File: src/rtl/assert_macros.svh
// assertion helpers shared by the rtl files
`ifndef ASSERT_MACROS_SVH
`define ASSERT_MACROS_SVH

// property that must hold at every clock edge out of reset
`define TGC_ASSERT(lbl, prop, msg) \
  lbl: assert property (@(posedge clk_i) disable iff (!rst_ni) prop) else $error(msg);

// condition that forces another one in the next cycle
`define TGC_ASSERT_NEXT(lbl, pre, post, msg) \
  lbl: assert property (@(posedge clk_i) disable iff (!rst_ni) pre |=> post) else $error(msg);

`endif

File: src/rtl/tgc_pkg.sv
package tgc_pkg;

  // contact storage sizing
  localparam int MAX_CONTACTS = 10;
  localparam int CNT_W        = $clog2(MAX_CONTACTS + 1);
  localparam int IDX_W        = $clog2(MAX_CONTACTS);

  // request queue sizing
  localparam int Q_DEPTH = 2;
  localparam int Q_PTR_W = 1;
  localparam int Q_CNT_W = 2;

  // ratio arithmetic widths
  localparam int D2_W   = 34;
  localparam int DIV_W  = D2_W + 24;
  localparam int ROOT_W = DIV_W / 2;
  localparam int REM_W  = ROOT_W + 1;
  localparam int STEP_W = $clog2(DIV_W);

  // register reset values and constants
  localparam logic [11:0] PALM_RADIUS_RST = 12'd640;
  localparam logic [11:0] PALM_GROWTH_RST = 12'd320;
  localparam logic [11:0] DOLLY_THR_RST   = 12'd205;
  localparam logic [9:0]  LOW_PRESSURE    = 10'd51;
  localparam logic [15:0] RATIO_ONE       = 16'd4096;

  typedef enum logic [1:0] {
    CFG_PALM_RADIUS = 2'd0,
    CFG_PALM_GROWTH = 2'd1,
    CFG_DOLLY_THR   = 2'd2,
    CFG_STRICT      = 2'd3
  } cfg_idx_e;

  typedef enum logic [1:0] {
    KIND_NONE  = 2'd0,
    KIND_ORBIT = 2'd1,
    KIND_PAN   = 2'd2,
    KIND_DOLLY = 2'd3
  } kind_e;

  typedef enum logic [1:0] {
    CMD_NONE   = 2'd0,
    CMD_FINGER = 2'd1,
    CMD_PALM   = 2'd2,
    CMD_CLEAR  = 2'd3
  } cmd_e;

  typedef struct packed {
    logic        we;
    cfg_idx_e    idx;
    logic [11:0] data;
  } cfg_wr_t;

  typedef struct packed {
    logic [15:0] id;
    logic [15:0] x;
    logic [15:0] y;
  } contact_t;

  typedef struct packed {
    cmd_e     cmd;
    logic     last;
    contact_t ct;
  } req_t;

endpackage

File: src/rtl/touch_gesture_classifier.sv
// Touch gesture classifier: one result per touch frame.
// Input: an item is taken when start is high and busy is low. Contact items
// of one frame are sent in turn, the final one marked by last_in_frame_i;
// operation_i high clears the stored history and gives no result.
// Items are palm-tested on entry and pass through a two-entry request queue
// to the frame engine; busy rises only while that queue is full.
// The engine stores each finger item as it pops it. At a frame end it
// searches the history for each id, checks the frame and gives the
// result, then updates the history. Two-finger frames add a squaring
// pass and, when the prior distance is not zero, a pass through the
// shared divide and square-root unit (58 quotient bits then 29 root
// bits, one per cycle); a result is delayed while the engine is still
// busy with the previous frame.
// Result: valid_o is high for one cycle with the result fields; the
// receiver cannot stall, so every result is taken that cycle.
// Configuration: cfg_we_i, cfg_idx_i, cfg_data_i write a register at once.
// Reset clears history, frame counts and the queue and loads the default
// register values; no clearing pass is needed.
module touch_gesture_classifier import tgc_pkg::*; (
  input  logic               clk_i,
  input  logic               rst_ni,
  input  logic               cfg_we_i,
  input  logic [1:0]         cfg_idx_i,
  input  logic [11:0]        cfg_data_i,
  input  logic               start,
  output logic               busy,
  input  logic               operation_i,
  input  logic               contact_present_i,
  input  logic [15:0]        contact_id_i,
  input  logic [15:0]        pos_x_i,
  input  logic [15:0]        pos_y_i,
  input  logic [11:0]        major_radius_i,
  input  logic [9:0]         pressure_i,
  input  logic               last_in_frame_i,
  output logic               valid_o,
  output logic [1:0]         gesture_kind_o,
  output logic signed [17:0] delta_x_o,
  output logic signed [17:0] delta_y_o,
  output logic [15:0]        dolly_factor_o,
  output logic [3:0]         fingertip_count_o,
  output logic [3:0]         rejected_count_o
);

  cfg_wr_t cfg;
  logic    push, pop, full, empty;
  req_t    push_req, pop_req;

  // configuration write group
  assign cfg.we   = cfg_we_i;
  assign cfg.idx  = cfg_idx_e'(cfg_idx_i);
  assign cfg.data = cfg_data_i;

  assign busy = full;

  tgc_front u_front (
    .clk_i             (clk_i),
    .rst_ni            (rst_ni),
    .cfg_i             (cfg),
    .accept_i          (start && !busy),
    .operation_i       (operation_i),
    .contact_present_i (contact_present_i),
    .contact_id_i      (contact_id_i),
    .pos_x_i           (pos_x_i),
    .pos_y_i           (pos_y_i),
    .major_radius_i    (major_radius_i),
    .pressure_i        (pressure_i),
    .last_in_frame_i   (last_in_frame_i),
    .push_o            (push),
    .push_req_o        (push_req)
  );

  tgc_queue u_queue (
    .clk_i      (clk_i),
    .rst_ni     (rst_ni),
    .push_i     (push),
    .push_req_i (push_req),
    .pop_i      (pop),
    .pop_req_o  (pop_req),
    .full_o     (full),
    .empty_o    (empty)
  );

  tgc_back u_back (
    .clk_i             (clk_i),
    .rst_ni            (rst_ni),
    .cfg_i             (cfg),
    .empty_i           (empty),
    .req_i             (pop_req),
    .pop_o             (pop),
    .valid_o           (valid_o),
    .gesture_kind_o    (gesture_kind_o),
    .delta_x_o         (delta_x_o),
    .delta_y_o         (delta_y_o),
    .dolly_factor_o    (dolly_factor_o),
    .fingertip_count_o (fingertip_count_o),
    .rejected_count_o  (rejected_count_o)
  );

endmodule

File: src/rtl/tgc_front.sv
module tgc_front import tgc_pkg::*; (
  input  logic        clk_i,
  input  logic        rst_ni,
  input  cfg_wr_t     cfg_i,
  input  logic        accept_i,
  input  logic        operation_i,
  input  logic        contact_present_i,
  input  logic [15:0] contact_id_i,
  input  logic [15:0] pos_x_i,
  input  logic [15:0] pos_y_i,
  input  logic [11:0] major_radius_i,
  input  logic [9:0]  pressure_i,
  input  logic        last_in_frame_i,
  output logic        push_o,
  output req_t        push_req_o
);

  logic [11:0]      palm_radius_q;
  logic [11:0]      palm_growth_q;
  logic [CNT_W-1:0] fill_q, fill_d;
  logic [23:0]      grown;
  logic             is_palm;
  logic             room;

  // palm settings
  always_ff @(posedge clk_i or negedge rst_ni) begin
    if (!rst_ni) begin
      palm_radius_q <= PALM_RADIUS_RST;
      palm_growth_q <= PALM_GROWTH_RST;
    end else if (cfg_i.we) begin
      if (cfg_i.idx == CFG_PALM_RADIUS) palm_radius_q <= cfg_i.data;
      if (cfg_i.idx == CFG_PALM_GROWTH) palm_growth_q <= cfg_i.data;
    end
  end

  // palm test: large radius, or settling contact with low pressure
  assign grown   = 24'(major_radius_i) * 24'(palm_growth_q);
  assign is_palm = (major_radius_i >= palm_radius_q) ||
                   ((grown >= {4'h0, palm_radius_q, 8'h00}) && (pressure_i <= LOW_PRESSURE));
  assign room    = fill_q < CNT_W'(MAX_CONTACTS);

  // classify the request
  always_comb begin
    push_req_o.ct   = '{id: contact_id_i, x: pos_x_i, y: pos_y_i};
    push_req_o.last = last_in_frame_i;
    if (operation_i) begin
      push_req_o.cmd  = CMD_CLEAR;
      push_req_o.last = 1'b0;
    end else if (contact_present_i && room) begin
      push_req_o.cmd = is_palm ? CMD_PALM : CMD_FINGER;
    end else begin
      push_req_o.cmd = CMD_NONE;
    end
  end

  assign push_o = accept_i;

  // contacts taken in the frame being collected
  always_comb begin
    fill_d = fill_q;
    if (accept_i && !operation_i) begin
      if (last_in_frame_i) begin
        fill_d = '0;
      end else if (contact_present_i && room) begin
        fill_d = fill_q + CNT_W'(1);
      end
    end
  end

  always_ff @(posedge clk_i or negedge rst_ni) begin
    if (!rst_ni) begin
      fill_q <= '0;
    end else begin
      fill_q <= fill_d;
    end
  end

endmodule

File: src/rtl/tgc_queue.sv
module tgc_queue import tgc_pkg::*; (
  input  logic clk_i,
  input  logic rst_ni,
  input  logic push_i,
  input  req_t push_req_i,
  input  logic pop_i,
  output req_t pop_req_o,
  output logic full_o,
  output logic empty_o
);

`include "assert_macros.svh"

  req_t               mem_q [Q_DEPTH];
  logic [Q_PTR_W-1:0] wr_ptr_q;
  logic [Q_PTR_W-1:0] rd_ptr_q;
  logic [Q_CNT_W-1:0] cnt_q;

  assign full_o    = cnt_q == Q_CNT_W'(Q_DEPTH);
  assign empty_o   = cnt_q == '0;
  assign pop_req_o = mem_q[rd_ptr_q];

  // storage
  always_ff @(posedge clk_i) begin
    if (push_i) begin
      mem_q[wr_ptr_q] <= push_req_i;
    end
  end

  // pointers and fill level
  always_ff @(posedge clk_i or negedge rst_ni) begin
    if (!rst_ni) begin
      wr_ptr_q <= '0;
      rd_ptr_q <= '0;
      cnt_q    <= '0;
    end else begin
      if (push_i) begin
        wr_ptr_q <= (wr_ptr_q == Q_PTR_W'(Q_DEPTH - 1)) ? '0 : wr_ptr_q + Q_PTR_W'(1);
      end
      if (pop_i) begin
        rd_ptr_q <= (rd_ptr_q == Q_PTR_W'(Q_DEPTH - 1)) ? '0 : rd_ptr_q + Q_PTR_W'(1);
      end
      if (push_i && !pop_i) begin
        cnt_q <= cnt_q + Q_CNT_W'(1);
      end else if (pop_i && !push_i) begin
        cnt_q <= cnt_q - Q_CNT_W'(1);
      end
    end
  end

  `TGC_ASSERT(a_no_push_full, !(push_i && full_o), "request pushed into full queue")
  `TGC_ASSERT(a_no_pop_empty, !(pop_i && empty_o), "request popped from empty queue")

endmodule

File: src/rtl/tgc_ratio.sv
module tgc_ratio import tgc_pkg::*; (
  input  logic            clk_i,
  input  logic            rst_ni,
  input  logic            start_i,
  input  logic [D2_W-1:0] num_i,
  input  logic [D2_W-1:0] den_i,
  output logic            done_o,
  output logic [15:0]     ratio_o
);

`include "assert_macros.svh"

  typedef enum logic [2:0] {
    R_IDLE = 3'b001,
    R_DIV  = 3'b010,
    R_SQRT = 3'b100
  } rstate_e;

  rstate_e           state_q;
  logic [STEP_W-1:0] step_q;
  logic [D2_W-1:0]   den_q;
  logic [D2_W-1:0]   acc_q;
  logic [DIV_W-1:0]  quo_q;
  logic [REM_W-1:0]  rem_q;
  logic [ROOT_W-1:0] root_q;
  logic              done_q;
  logic [D2_W:0]     div_t;
  logic              div_ge;
  logic [REM_W+1:0]  sq_t;
  logic [REM_W+1:0]  trial;
  logic              sq_ge;

  // one quotient bit per step
  assign div_t  = {acc_q, quo_q[DIV_W-1]};
  assign div_ge = div_t >= {1'b0, den_q};

  // one root bit per step
  assign sq_t  = {rem_q, quo_q[DIV_W-1 -: 2]};
  assign trial = {1'b0, root_q, 2'b01};
  assign sq_ge = sq_t >= trial;

  always_ff @(posedge clk_i or negedge rst_ni) begin
    if (!rst_ni) begin
      state_q <= R_IDLE;
      step_q  <= '0;
      done_q  <= 1'b0;
    end else begin
      done_q <= 1'b0;
      case (state_q)
        R_IDLE: begin
          if (start_i) begin
            state_q <= R_DIV;
            step_q  <= '0;
          end
        end
        R_DIV: begin
          step_q <= step_q + STEP_W'(1);
          if (step_q == STEP_W'(DIV_W - 1)) begin
            state_q <= R_SQRT;
            step_q  <= '0;
          end
        end
        R_SQRT: begin
          step_q <= step_q + STEP_W'(1);
          if (step_q == STEP_W'(ROOT_W - 1)) begin
            state_q <= R_IDLE;
            done_q  <= 1'b1;
          end
        end
        default: state_q <= R_IDLE;
      endcase
    end
  end

  // datapath
  always_ff @(posedge clk_i) begin
    case (state_q)
      R_IDLE: begin
        if (start_i) begin
          den_q  <= den_i;
          acc_q  <= '0;
          quo_q  <= {num_i, 24'h0};
          rem_q  <= '0;
          root_q <= '0;
        end
      end
      R_DIV: begin
        acc_q <= div_ge ? D2_W'(div_t - {1'b0, den_q}) : D2_W'(div_t);
        quo_q <= {quo_q[DIV_W-2:0], div_ge};
      end
      R_SQRT: begin
        rem_q  <= sq_ge ? REM_W'(sq_t - trial) : REM_W'(sq_t);
        root_q <= {root_q[ROOT_W-2:0], sq_ge};
        quo_q  <= {quo_q[DIV_W-3:0], 2'b00};
      end
      default: ;
    endcase
  end

  // saturate to Q4.12
  assign ratio_o = (|root_q[ROOT_W-1:16]) ? 16'hFFFF : root_q[15:0];
  assign done_o  = done_q;

  `TGC_ASSERT_NEXT(a_done_pulse, done_o, !done_o, "ratio done longer than one cycle")

endmodule

File: src/rtl/tgc_back.sv
module tgc_back import tgc_pkg::*; (
  input  logic               clk_i,
  input  logic               rst_ni,
  input  cfg_wr_t            cfg_i,
  input  logic               empty_i,
  input  req_t               req_i,
  output logic               pop_o,
  output logic               valid_o,
  output logic [1:0]         gesture_kind_o,
  output logic signed [17:0] delta_x_o,
  output logic signed [17:0] delta_y_o,
  output logic [15:0]        dolly_factor_o,
  output logic [3:0]         fingertip_count_o,
  output logic [3:0]         rejected_count_o
);

`include "assert_macros.svh"

  typedef enum logic [7:0] {
    ST_IDLE   = 8'b00000001,
    ST_SEARCH = 8'b00000010,
    ST_CHECK  = 8'b00000100,
    ST_SQUARE = 8'b00001000,
    ST_RATIO  = 8'b00010000,
    ST_DECIDE = 8'b00100000,
    ST_OUT    = 8'b01000000,
    ST_COMMIT = 8'b10000000
  } state_e;

  state_e             state_q;
  contact_t           frame_q [MAX_CONTACTS];
  contact_t           prior_q [MAX_CONTACTS];
  logic [CNT_W-1:0]   ff_q, fr_q, pc_q, idx_q, n_q;
  logic               hist_q, strict_q;
  logic [11:0]        thr_q;
  logic               tracked_q, fnd0_q, fnd1_q;
  logic [15:0]        f0x_q, f0y_q, f1x_q, f1y_q;
  logic [15:0]        p0x_q, p0y_q, p1x_q, p1y_q;
  logic [1:0]         sq_q;
  logic [D2_W-1:0]    d2_q, d2p_q;
  logic [15:0]        ratio_q;
  logic               rstart_q;
  kind_e              kind_q;
  logic signed [17:0] dx_q, dy_q;
  logic [15:0]        factor_q;

  contact_t           cur;
  contact_t           pm;
  logic               found, dup, in_range, go_ok;
  logic [IDX_W-1:0]   pidx;
  logic [15:0]        opa, opb, mag;
  logic [31:0]        sqr;
  logic [D2_W-1:0]    d2p_next;
  logic [15:0]        dev;
  logic               rdone;
  logic [15:0]        rratio;
  logic               frame_we, prior_we;

  // current frame entry and id match against the history
  assign cur      = frame_q[idx_q[IDX_W-1:0]];
  assign in_range = idx_q < ff_q;

  always_comb begin
    found = 1'b0;
    dup   = 1'b0;
    pidx  = '0;
    for (int j = MAX_CONTACTS - 1; j >= 0; j--) begin
      if ((CNT_W'(j) < pc_q) && (prior_q[j].id == cur.id)) begin
        found = 1'b1;
        pidx  = IDX_W'(j);
      end
      if ((CNT_W'(j) < n_q) && (prior_q[j].id == cur.id)) begin
        dup = 1'b1;
      end
    end
  end

  assign pm = prior_q[pidx];

  // one squared coordinate difference per cycle
  always_comb begin
    case (sq_q)
      2'd0:    begin opa = f1x_q; opb = f0x_q; end
      2'd1:    begin opa = f1y_q; opb = f0y_q; end
      2'd2:    begin opa = p1x_q; opb = p0x_q; end
      default: begin opa = p1y_q; opb = p0y_q; end
    endcase
  end

  assign mag      = (opa >= opb) ? opa - opb : opb - opa;
  assign sqr      = 32'(mag) * 32'(mag);
  assign d2p_next = d2p_q + D2_W'(sqr);

  assign go_ok = hist_q && !(strict_q && !(tracked_q && (pc_q == ff_q)));
  assign dev   = (ratio_q >= RATIO_ONE) ? ratio_q - RATIO_ONE : RATIO_ONE - ratio_q;

  tgc_ratio u_ratio (
    .clk_i   (clk_i),
    .rst_ni  (rst_ni),
    .start_i (rstart_q),
    .num_i   (d2_q),
    .den_i   (d2p_q),
    .done_o  (rdone),
    .ratio_o (rratio)
  );

  assign pop_o    = (state_q == ST_IDLE) && !empty_i;
  assign frame_we = pop_o && (req_i.cmd == CMD_FINGER);
  assign prior_we = (state_q == ST_COMMIT) && in_range && !dup;

  // contact tables
  always_ff @(posedge clk_i) begin
    if (frame_we) begin
      frame_q[ff_q[IDX_W-1:0]] <= req_i.ct;
    end
    if (prior_we) begin
      prior_q[n_q[IDX_W-1:0]] <= cur;
    end
  end

  // tracking settings
  always_ff @(posedge clk_i or negedge rst_ni) begin
    if (!rst_ni) begin
      thr_q    <= DOLLY_THR_RST;
      strict_q <= 1'b1;
    end else if (cfg_i.we) begin
      if (cfg_i.idx == CFG_DOLLY_THR) thr_q <= cfg_i.data;
      if (cfg_i.idx == CFG_STRICT) strict_q <= cfg_i.data[0];
    end
  end

  // frame sequencer
  always_ff @(posedge clk_i or negedge rst_ni) begin
    if (!rst_ni) begin
      state_q  <= ST_IDLE;
      ff_q     <= '0;
      fr_q     <= '0;
      pc_q     <= '0;
      hist_q   <= 1'b0;
      idx_q    <= '0;
      n_q      <= '0;
      rstart_q <= 1'b0;
    end else begin
      rstart_q <= 1'b0;
      case (state_q)
        ST_IDLE: begin
          if (pop_o) begin
            case (req_i.cmd)
              CMD_CLEAR: begin
                pc_q   <= '0;
                hist_q <= 1'b0;
              end
              CMD_FINGER: ff_q <= ff_q + CNT_W'(1);
              CMD_PALM:   fr_q <= fr_q + CNT_W'(1);
              default: ;
            endcase
            if (req_i.last) begin
              state_q <= ST_SEARCH;
              idx_q   <= '0;
            end
          end
        end
        ST_SEARCH: begin
          if (in_range) begin
            idx_q <= idx_q + CNT_W'(1);
          end else begin
            state_q <= ST_CHECK;
          end
        end
        ST_CHECK: begin
          if (go_ok && (ff_q == CNT_W'(2)) && fnd0_q && fnd1_q) begin
            state_q <= ST_SQUARE;
          end else begin
            state_q <= ST_OUT;
          end
        end
        ST_SQUARE: begin
          if (sq_q == 2'd3) begin
            if (d2p_next == '0) begin
              state_q <= ST_DECIDE;
            end else begin
              state_q  <= ST_RATIO;
              rstart_q <= 1'b1;
            end
          end
        end
        ST_RATIO: begin
          if (rdone) state_q <= ST_DECIDE;
        end
        ST_DECIDE: state_q <= ST_OUT;
        ST_OUT: begin
          state_q <= ST_COMMIT;
          idx_q   <= '0;
          n_q     <= '0;
        end
        ST_COMMIT: begin
          if (in_range) begin
            idx_q <= idx_q + CNT_W'(1);
            if (!dup) n_q <= n_q + CNT_W'(1);
          end else begin
            pc_q    <= n_q;
            hist_q  <= 1'b1;
            ff_q    <= '0;
            fr_q    <= '0;
            state_q <= ST_IDLE;
          end
        end
        default: state_q <= ST_IDLE;
      endcase
    end
  end

  // gesture datapath
  always_ff @(posedge clk_i) begin
    case (state_q)
      ST_IDLE: begin
        tracked_q <= 1'b1;
        fnd0_q    <= 1'b0;
        fnd1_q    <= 1'b0;
      end
      ST_SEARCH: begin
        if (in_range) begin
          if (!found) tracked_q <= 1'b0;
          if (idx_q == CNT_W'(0)) begin
            fnd0_q <= found;
            f0x_q  <= cur.x;
            f0y_q  <= cur.y;
            p0x_q  <= pm.x;
            p0y_q  <= pm.y;
          end
          if (idx_q == CNT_W'(1)) begin
            fnd1_q <= found;
            f1x_q  <= cur.x;
            f1y_q  <= cur.y;
            p1x_q  <= pm.x;
            p1y_q  <= pm.y;
          end
        end
      end
      ST_CHECK: begin
        kind_q   <= KIND_NONE;
        dx_q     <= '0;
        dy_q     <= '0;
        factor_q <= RATIO_ONE;
        ratio_q  <= RATIO_ONE;
        sq_q     <= '0;
        d2_q     <= '0;
        d2p_q    <= '0;
        if (go_ok && (ff_q == CNT_W'(1)) && fnd0_q) begin
          kind_q <= KIND_ORBIT;
          dx_q   <= {17'({1'b0, f0x_q} - {1'b0, p0x_q}), 1'b0};
          dy_q   <= {17'({1'b0, f0y_q} - {1'b0, p0y_q}), 1'b0};
        end
      end
      ST_SQUARE: begin
        sq_q <= sq_q + 2'd1;
        if (sq_q[1]) begin
          d2p_q <= d2p_next;
        end else begin
          d2_q <= d2_q + D2_W'(sqr);
        end
      end
      ST_RATIO: begin
        if (rdone) ratio_q <= rratio;
      end
      ST_DECIDE: begin
        if (dev > {4'h0, thr_q}) begin
          kind_q   <= KIND_DOLLY;
          factor_q <= ratio_q;
        end else begin
          kind_q <= KIND_PAN;
          dx_q   <= 18'({1'b0, f0x_q} + {1'b0, f1x_q}) - 18'({1'b0, p0x_q} + {1'b0, p1x_q});
          dy_q   <= 18'({1'b0, f0y_q} + {1'b0, f1y_q}) - 18'({1'b0, p0y_q} + {1'b0, p1y_q});
        end
      end
      default: ;
    endcase
  end

  // result ports
  assign valid_o           = state_q == ST_OUT;
  assign gesture_kind_o    = kind_q;
  assign delta_x_o         = dx_q;
  assign delta_y_o         = dy_q;
  assign dolly_factor_o    = factor_q;
  assign fingertip_count_o = 4'(ff_q);
  assign rejected_count_o  = 4'(fr_q);

  `TGC_ASSERT_NEXT(a_valid_then_commit, valid_o, state_q == ST_COMMIT, "no commit after result")
  `TGC_ASSERT(a_frame_bound, ({1'b0, ff_q} + {1'b0, fr_q}) <= (CNT_W+1)'(MAX_CONTACTS), "frame overfull")

endmodule

File: config.mk
export PLATFORM = sky130hd
export DESIGN_NAME = touch_gesture_classifier
export DESIGN_NICKNAME = d
export VERILOG_FILES = /design/src/rtl/tgc_pkg.sv /design/src/rtl/touch_gesture_classifier.sv /design/src/rtl/tgc_front.sv /design/src/rtl/tgc_queue.sv /design/src/rtl/tgc_ratio.sv /design/src/rtl/tgc_back.sv
export VERILOG_INCLUDE_DIRS = /design/src /design/src/rtl
export SDC_FILE = /design/constraint.sdc
export NUM_CORES = 2
export LEC_CHECK = 0
export BUFFER_PORTS_ARGS = -buffer_cell sky130_fd_sc_hd__buf_4
export CORE_MARGIN = 2
export CORE_UTILIZATION = 45
export CTS_CLUSTER_DIAMETER = 50
export CTS_CLUSTER_SIZE = 24
export DETAILED_ROUTE_END_ITERATION = 10
export GPL_TIMING_DRIVEN = 1
export SYNTH_ARGS = -nofsm -noshare
export SYNTH_HDL_FRONTEND = slang
export SYNTH_SLANG_ARGS = --single-unit
File: constraint.sdc
create_clock -name clk_i -period 13.6 [get_ports clk_i]
set_input_delay 2.72 -clock clk_i [delete_from_list [all_inputs] [get_ports clk_i]]
set_output_delay 2.72 -clock clk_i [all_outputs]
set_load 0.02 [all_outputs]
# --- Yosys cells after proc, flatten, opt, wreduce, memory -nomap -nowiden ---
# Memory sizes are Yosys's and may differ from the RTL's.
# Cells that the tools add are included.
totals:
  in_bits: 91
  memories: 3
  ram_bits: 1062
  latchBits: 0
  out_inout_bits: 64
  word_cells: 388
  reg_bits: 541
  rom_bits: 0
op_classes:
  div_mod_pow: 0
  order_cmp: 30
  reduce_logical: 92
  n_addsub: 27
  n_shift: 0
  n_bitwise: 0
  n_mul: 2
  n_eq_ne: 60
  mux: 131
mem_list:
  columns: ["name", "depth", "width", "rd", "rd_ports_with_merged_regs", "wr", "line_no", "source"]
  rows:
  - ["u_back.frame_q", 10, 48, 1, 0, 1, "tgc_back.sv:31", "contact_t frame_q [MAX_CONTACTS];"]
  - ["u_back.prior_q", 10, 48, 11, 0, 1, "tgc_back.sv:32", "contact_t prior_q [MAX_CONTACTS];"]
  - ["u_queue.mem_q", 2, 51, 1, 0, 1, "tgc_queue.sv:14", "req_t mem_q [Q_DEPTH];"]
ops:
  columns: ["cell", "count"]
  rows:
  - ["$pmux 34 s2", 3]
  - ["$pmux 58 s3", 1]
  - ["$eq 16x16->1", 10]
  - ["$mux 34", 4]
  - ["$mux 4", 25]
  - ["$pmux 16 s3", 2]
  - ["$mux 16", 5]
  - ["$mux 18", 4]
  - ["$pmux 18 s2", 2]
  - ["$add 16x16->17", 4]
  - ["$add 34x32->34", 2]
  - ["$pmux 16 s2", 2]
  - ["$pmux 8 s8", 1]
  - ["$mux 30", 2]
  - ["$pmux 30 s2", 1]
  - ["$mux 58", 1]
  - ["$pmux 29 s2", 1]
  - ["$mux 8", 6]
  - ["$mux 1", 45]
  - ["$logic_and 1x1->1", 38]
  - ["$sub 18x18->18", 2]
  - ["$ge 35x34->1", 1]
  - ["$logic_not 34->1", 1]
  - ["$sub 16x16->17", 2]
  - ["68 further kinds", 177]

# --- Logic depth before layout (Yosys ltp) ---
# An unclocked memory read counts as a cell.
logic_depth:
  ltp_word: 17
  ltp_mapped: 61
  ltp_nobuf: 58

# --- Modules after synthesis ---
# A second synthesis with hierarchy kept.
hier_totals:
  cells_unflattened: 7352
  area_unflattened_um2: 93913.8
modules_own_cells:
  columns: ["module", "seq_area_each_um2", "n_inst", "area_per_inst_um2", "cells_per_inst"]
  rows:
  - ["tgc_back", 39972.1, 1, 71194.5, 5237]
  - ["tgc_ratio", 5806.8, 1, 11622.4, 1133]
  - ["tgc_front", 705.7, 1, 6964.2, 806]
  - ["tgc_queue", 3163.0, 1, 4119.0, 175]
  - ["touch_gesture_classifier", 0.0, 1, 13.8, 1]

# --- Worst setup path after synthesis ---
# No wires, ideal clock.
synth_timing:
  path_type: "reg-to-reg"
  start: "register u_back.sq_q[0]"
  end: "register u_back.state_q[4]"
  path_stages_with_launch: 59
  path_slack_ns: 0.574
  arrival_ns: 12.897
  path_cell_list: "edfxtp_1 > inv_1 > ha_1 > clkbuf_1 > a22oi_1 > nand2_1 > mux2_2 > inv_1 > ha_1 > inv_1 > fa_1 > a21o_1 > a21oi_1 > nor2b_1 > o41a_1 > a221oi_1 > a21oi_1 > a211o_1 > [23 not listed] > o21a_1 > inv_1 > a31o_2 > a31oi_1 > o21ai_0 > o41ai_1 > o21bai_1 > xor2_1 > ha_1 > o21a_1 > o21ai_0 > nor4_1 > or4_1 > a21oi_1 > o2111ai_1 > nor4_1 > a31oi_1 > o21bai_1"
synth_between:
  elab_chain_cells: 10
synth_rtl:
  columns: ["element", "line_no", "source"]
  rows:
  - ["start: declaration", "tgc_back.sv:39", "logic [1:0] sq_q;"]
  - ["start signal: assignment", "tgc_back.sv:256", "sq_q <= sq_q + 2'd1;"]
  - ["$eq 2x2->1 (tied with other cells)", "tgc_back.sv:82", "case (sq_q)"]
  - ["$pmux 16 s3", "tgc_back.sv:82", null]
  - ["$sub 16x16->16 / $ge 16x16->1 (equally long branches)", "tgc_back.sv:90", "assign mag = (opa >= opb) ? opa - opb : opb - opa;"]
  - ["$mux 16", "tgc_back.sv:90", null]
  - ["$mul 16x16->32", "tgc_back.sv:91", "assign sqr = 32'(mag) * 32'(mag);"]
  - ["$add 34x32->34", "tgc_back.sv:92", "assign d2p_next = d2p_q + D2_W'(sqr);"]
  - ["$logic_not 34->1", "tgc_back.sv:179", "if (d2p_next == '0) begin"]
  - ["$mux 6", "tgc_back.sv:179", null]
  - ["$mux 8", "tgc_back.sv:178", "if (sq_q == 2'd3) begin"]
  - ["$pmux 8 s8", "tgc_back.sv:145", "case (state_q)"]
  - ["end signal: assignment", "tgc_back.sv:180", "state_q <= ST_DECIDE;"]
  - ["end signal: assignment", "tgc_back.sv:182", "state_q <= ST_RATIO;"]
  - ["end signal: assignment", "tgc_back.sv:188", "if (rdone) state_q <= ST_DECIDE;"]
  - ["end: declaration", "tgc_back.sv:30", "state_e state_q;"]
# Parallel ways exist; a longest one is shown, timed or not. The select of a mux whose other input is x is not followed.
# A chain may end at the register's enable or synchronous reset.

# --- Worst setup path in the final report ---
# Same ends and word-level chain as after synthesis.

==> run summary <==
The final setup violation count is 0. The count of maximum capacitance violations is 0. The hold buffer count at cts came out at 0. The number of global-route vias before repair came to 59,100. The worst endpoint data arrival time is 13.47 ns. The number of antenna violations at the first check in global routing is 0. In the final layout, flip-flops and latches occupy 47,800 µm². On the critical path, the stage with the largest delay is an instance of sky130_fd_sc_hd__fa_1. The worst slew margin relative to its limit is 8.97%. The number of iterations in the first detailed-routing pass is 7. The routed design could run at a clock period as short as 12.76 ns. In this run the standard cell core region covers ~200,000 µm².

The longest clock path from root to sink contains 3 buffers. After synthesis, the share of flip-flops with an asynchronous set or reset is 5.30%. The fill cell instance count of the final layout is 17,400.

In this run, synthesis produced a sequential element count of around 1,600. The multiplexer fraction of the synthesized cell area is between 7 and 8%. The least setup slack across all paths after layout came out at about 0.84 ns.

The cell that appears most often on the critical path is sky130_fd_sc_hd__inv_1. The post-synthesis adder-cell area fraction is 13.0%. Across every metal layer, demand over resource in global routing totals 21.8%. In the routed design, unresolved DRC markers number 0. The routed via count divided by cell count is 5.59. The final-report hold violation count came to 0. Summed over all instances, the cell type with the most area after synthesis is sky130_fd_sc_hd__edfxtp_1. The routed metal-1 wire length came out at 99,200 µm. By area the synthesized netlist is led by sky130_fd_sc_hd__edfxtp_1 50%, sky130_fd_sc_hd__ha_1 7.1%, sky130_fd_sc_hd__fa_1 5.9%.

The capturing element type of the critical path is a flip-flop. The critical path data required time is 14.31 ns. The fraction of layout cells with a size suffix above 1 is 13.1%. The starting utilization of the core area is 45.3%. The measured slew at the worst slew-check pin came out at around 1.4 ns. The final count of pins violating max slew is 0. For this run, the leading register cell type out of synthesis is sky130_fd_sc_hd__edfxtp_1.

The highest metal layer carrying signal wires in the routed design is met4. After Yosys synthesis, and, or, nand and nor cells account for under 10% of the synthesized area. The setup clock skew after layout came out at 0.0579 ns. The worst hold slack after final layout came out at 0.466 ns.

The synthesized-area fraction occupied by ao, oa, aoi and oai cells is 9.16%. Sequential cells were found to cover 52.1% of the synthesized design area. The source of the worst register-to-register timing path is u_back.sq_q[0].

The largest stage delay on the critical path is roughly 0.53 ns. The distinct cell type count after synthesis came out at ~110. The final period utilization came out at 93.8%. The number of nets with antenna violations after routing is 0. Once placement finished, the instance area stood at 96,500 µm². The cell at the root of the clock tree is sky130_fd_sc_hd__clkbuf_16. After detailed routing, the met3 layer carries 10,900 µm of wire. The setup path with the least slack is of type reg2reg. The die footprint is between 200,000 and 250,000 µm². Measured along the x axis, the die boundary spans 456 µm. TritonCTS built the clock tree. Of all nets on the critical path, the largest fanout is 7. The total number of nets in the final design is 8,427. The setup slack after placement is 0.114 ns. The growth of design area from synthesis to finish is 11.9%. The maximum clock frequency is 78.4 MHz. The wire length of the first global-routing pass is 350,000 µm. The detailed-route wire length is 228,000 µm. The finished cells cover 103,000 µm².

STA classifies the critical path startpoint as a flip-flop. The count of flip-flops with a built-in enable after synthesis is 1,520. The warning count from the yosys run is 0.

The number of nets handed over by synthesis was 8,190. The summed instance area of the synthesized netlist is 91,800 µm². Summed over its instances, the top area cell type makes up 49.7% of the synthesized netlist area. The fraction of synthesized cell area in xor and xnor cells came out at 5.71%. The clock latency at the later pin of the worst-skew pair came out at 0.84 ns. For this block, the via count after detailed routing is 58,000.

The path class of the tightest hold or removal check is reg2reg. The number of core rows is 165. The combined area of the multi-input logic cells came out at between 40,000 and 50,000 µm².

The H-tree was split into 4 levels. The largest net degree at the start of global routing came out at 125. The CTS buffer count came out at 170. In this run the most critical hold path is launched from u_back.d2p_q[2]. By area, the combinational part of the netlist is dominated by adder cells. The run finished with clean final reports. The total congestion overflow after global routing is 0. The clock slew seen by the registers of the worst setup and hold paths is 0.07 ns. After the first detailed-routing iteration, the DRC count stood at around 4,300. The final routed wire length divided by cell count is ~22 µm.

The count of buffers inserted at the top-level ports came out at 152. The synthesized area per cell came out at 12.6 µm². The top-level port count came out at between 150 and 200. The met2 layer wire length in the routed design came out at 112,000 µm.

The critical path launch point is u_back.sq_q[0]. The CTS sink count is 1,605. The placer's final routability congestion estimate is approximately 0.90. The height of the die is 456 µm.

The number of instances in the synthesized netlist is around 7,300. The final HPWL from detailed placement is 156,000 µm.
[worst max-delay path: cells and delay by family (launching register included)]
kind / cells / cell delay, ns
compound gates: 22 / 4.62
xor+xnor: 2 / 0.25
fa+ha+maj: 11 / 4.40
buf+inv: 16 / 1.43
flops: 1 / 0.42
mux: 1 / 0.30
simple gates: 6 / 1.26
[per-stage QoR]
step / cells / utilization [%] / setup TNS (ns)
2_1_floorplan: 7310 / - / 0
3_3_place_gp: 10000 / 47.7 / 0
3_5_place_dp: 10000 / 47.7 / 0
4_1_cts: 10400 / 50.6 / 0
5_1_grt: 10400 / 50.7 / -0.00814
6_report: 10400 / 50.7 / 0
[sequential cells by signal, summed over array words and instances (netlist names), 18 cells and up]
register / cells
u_back.prior_q: 482
u_back.frame_q: 480
u_queue.mem_q: 102
u_back.u_ratio.quo_q: 58
u_back.d2_q: 34
u_back.d2p_q: 34
u_back.u_ratio.acc_q: 34
u_back.u_ratio.den_q: 34
u_back.u_ratio.rem_q: 30
u_back.u_ratio.root_q: 29
u_back.delta_x_o: 18
u_back.delta_y_o: 18
[cell usage after synthesis, drive strengths merged (56+ instances only)]
library cell / number
o21ai: 222
and2: 123
fa: 271
a21oi: 313
a21o: 140
mux2i: 313
ha: 518
xor2: 183
mux4: 105
dfrtp: 73
nand2b: 56
nand2: 515
xnor2: 415
nor2: 430
edfxtp: 1520
inv: 655
nor2b: 63
a22oi: 58
mux2: 123
buf: 92
clkbuf: 156
nand4: 58
nor3: 94
nand3: 77
a211oi: 59
[layout make-up]
class | count | area share (%)
sequential | 1605 | 46.5
multi-input combinational | 4795 | 39.6
clock buffer | 178 | 4.21
tap | 2672 | 3.26
inverter | 662 | 2.42
timing repair buffer | 313 | 2.32
clock inverter | 142 | 1.66
antenna | 1 | 0.00244
[layout by cell type (no fill, tap or decap), types with 43 or more instances in the layout]
cell type and instances:
sky130_fd_sc_hd__a31oi_1 50, sky130_fd_sc_hd__and2_1 112, sky130_fd_sc_hd__nor2_1 411, sky130_fd_sc_hd__o22ai_1 49, sky130_fd_sc_hd__mux2_2 108, sky130_fd_sc_hd__a22oi_1 57, sky130_fd_sc_hd__nor2b_1 63, sky130_fd_sc_hd__edfxtp_1 1520
sky130_fd_sc_hd__nand4_1 58, sky130_fd_sc_hd__inv_1 652, sky130_fd_sc_hd__o21ai_0 201, sky130_fd_sc_hd__nor3_1 92, sky130_fd_sc_hd__fa_1 271, sky130_fd_sc_hd__nor4_1 45, sky130_fd_sc_hd__clkbuf_16 172, sky130_fd_sc_hd__o21bai_1 43
sky130_fd_sc_hd__buf_4 310, sky130_fd_sc_hd__ha_1 517, sky130_fd_sc_hd__mux2i_1 303, sky130_fd_sc_hd__nand2_1 513, sky130_fd_sc_hd__dfrtp_1 68, sky130_fd_sc_hd__nand3_1 76, sky130_fd_sc_hd__a21oi_1 309, sky130_fd_sc_hd__nand2b_1 55
sky130_fd_sc_hd__a21o_1 140, sky130_fd_sc_hd__mux4_2 105, sky130_fd_sc_hd__xnor2_1 413, sky130_fd_sc_hd__xor2_1 180, sky130_fd_sc_hd__a211oi_1 51
[cells by family (layout without fill, tap and decap cells)]
group | count (synthesis) | count (layout)
xor+xnor | 598 | 598
flops | 1605 | 1605
buf+inv | 910 | 1295
compound gates | 1250 | 1250
simple gates | 1617 | 1617
other cells | 0 | 1
fa+ha+maj | 789 | 789
mux | 541 | 541
[layer usage]
layer  up-vias  global-route usage [%]
met2      1402                    37.4
met5         -                       0
met3       368                    2.95
met4         0                    6.76
li1      27100                       -
met1     29100                    28.8
[final timing paths]
check	to	cells past startpoint	slack [ns]
max	u_back.state_q[4]	58	0.84
min	u_back.u_ratio.den_q[2]	0	0.47
max reg2reg	u_back.state_q[4]	58	0.84
min reg2reg	u_back.u_ratio.den_q[2]	0	0.47
max in group asynchronous	u_front.palm_radius_q[2]	2	10.61
min in group asynchronous	u_back.idx_q[0]	1	1.84
[what timing repair did]
| action | CTS | global route |
|---|---|---|
| resized for setup | 0 | 26 |
| endpoints found under the setup margin | 0 | 9 |
| buffers inserted | 0 | 2 |
| hold endpoints to repair | 0 | 0 |
Power is left out: the tool's default activity adds up to more than one toggle a clock period on the data nets, which glitch-free logic cannot reach.
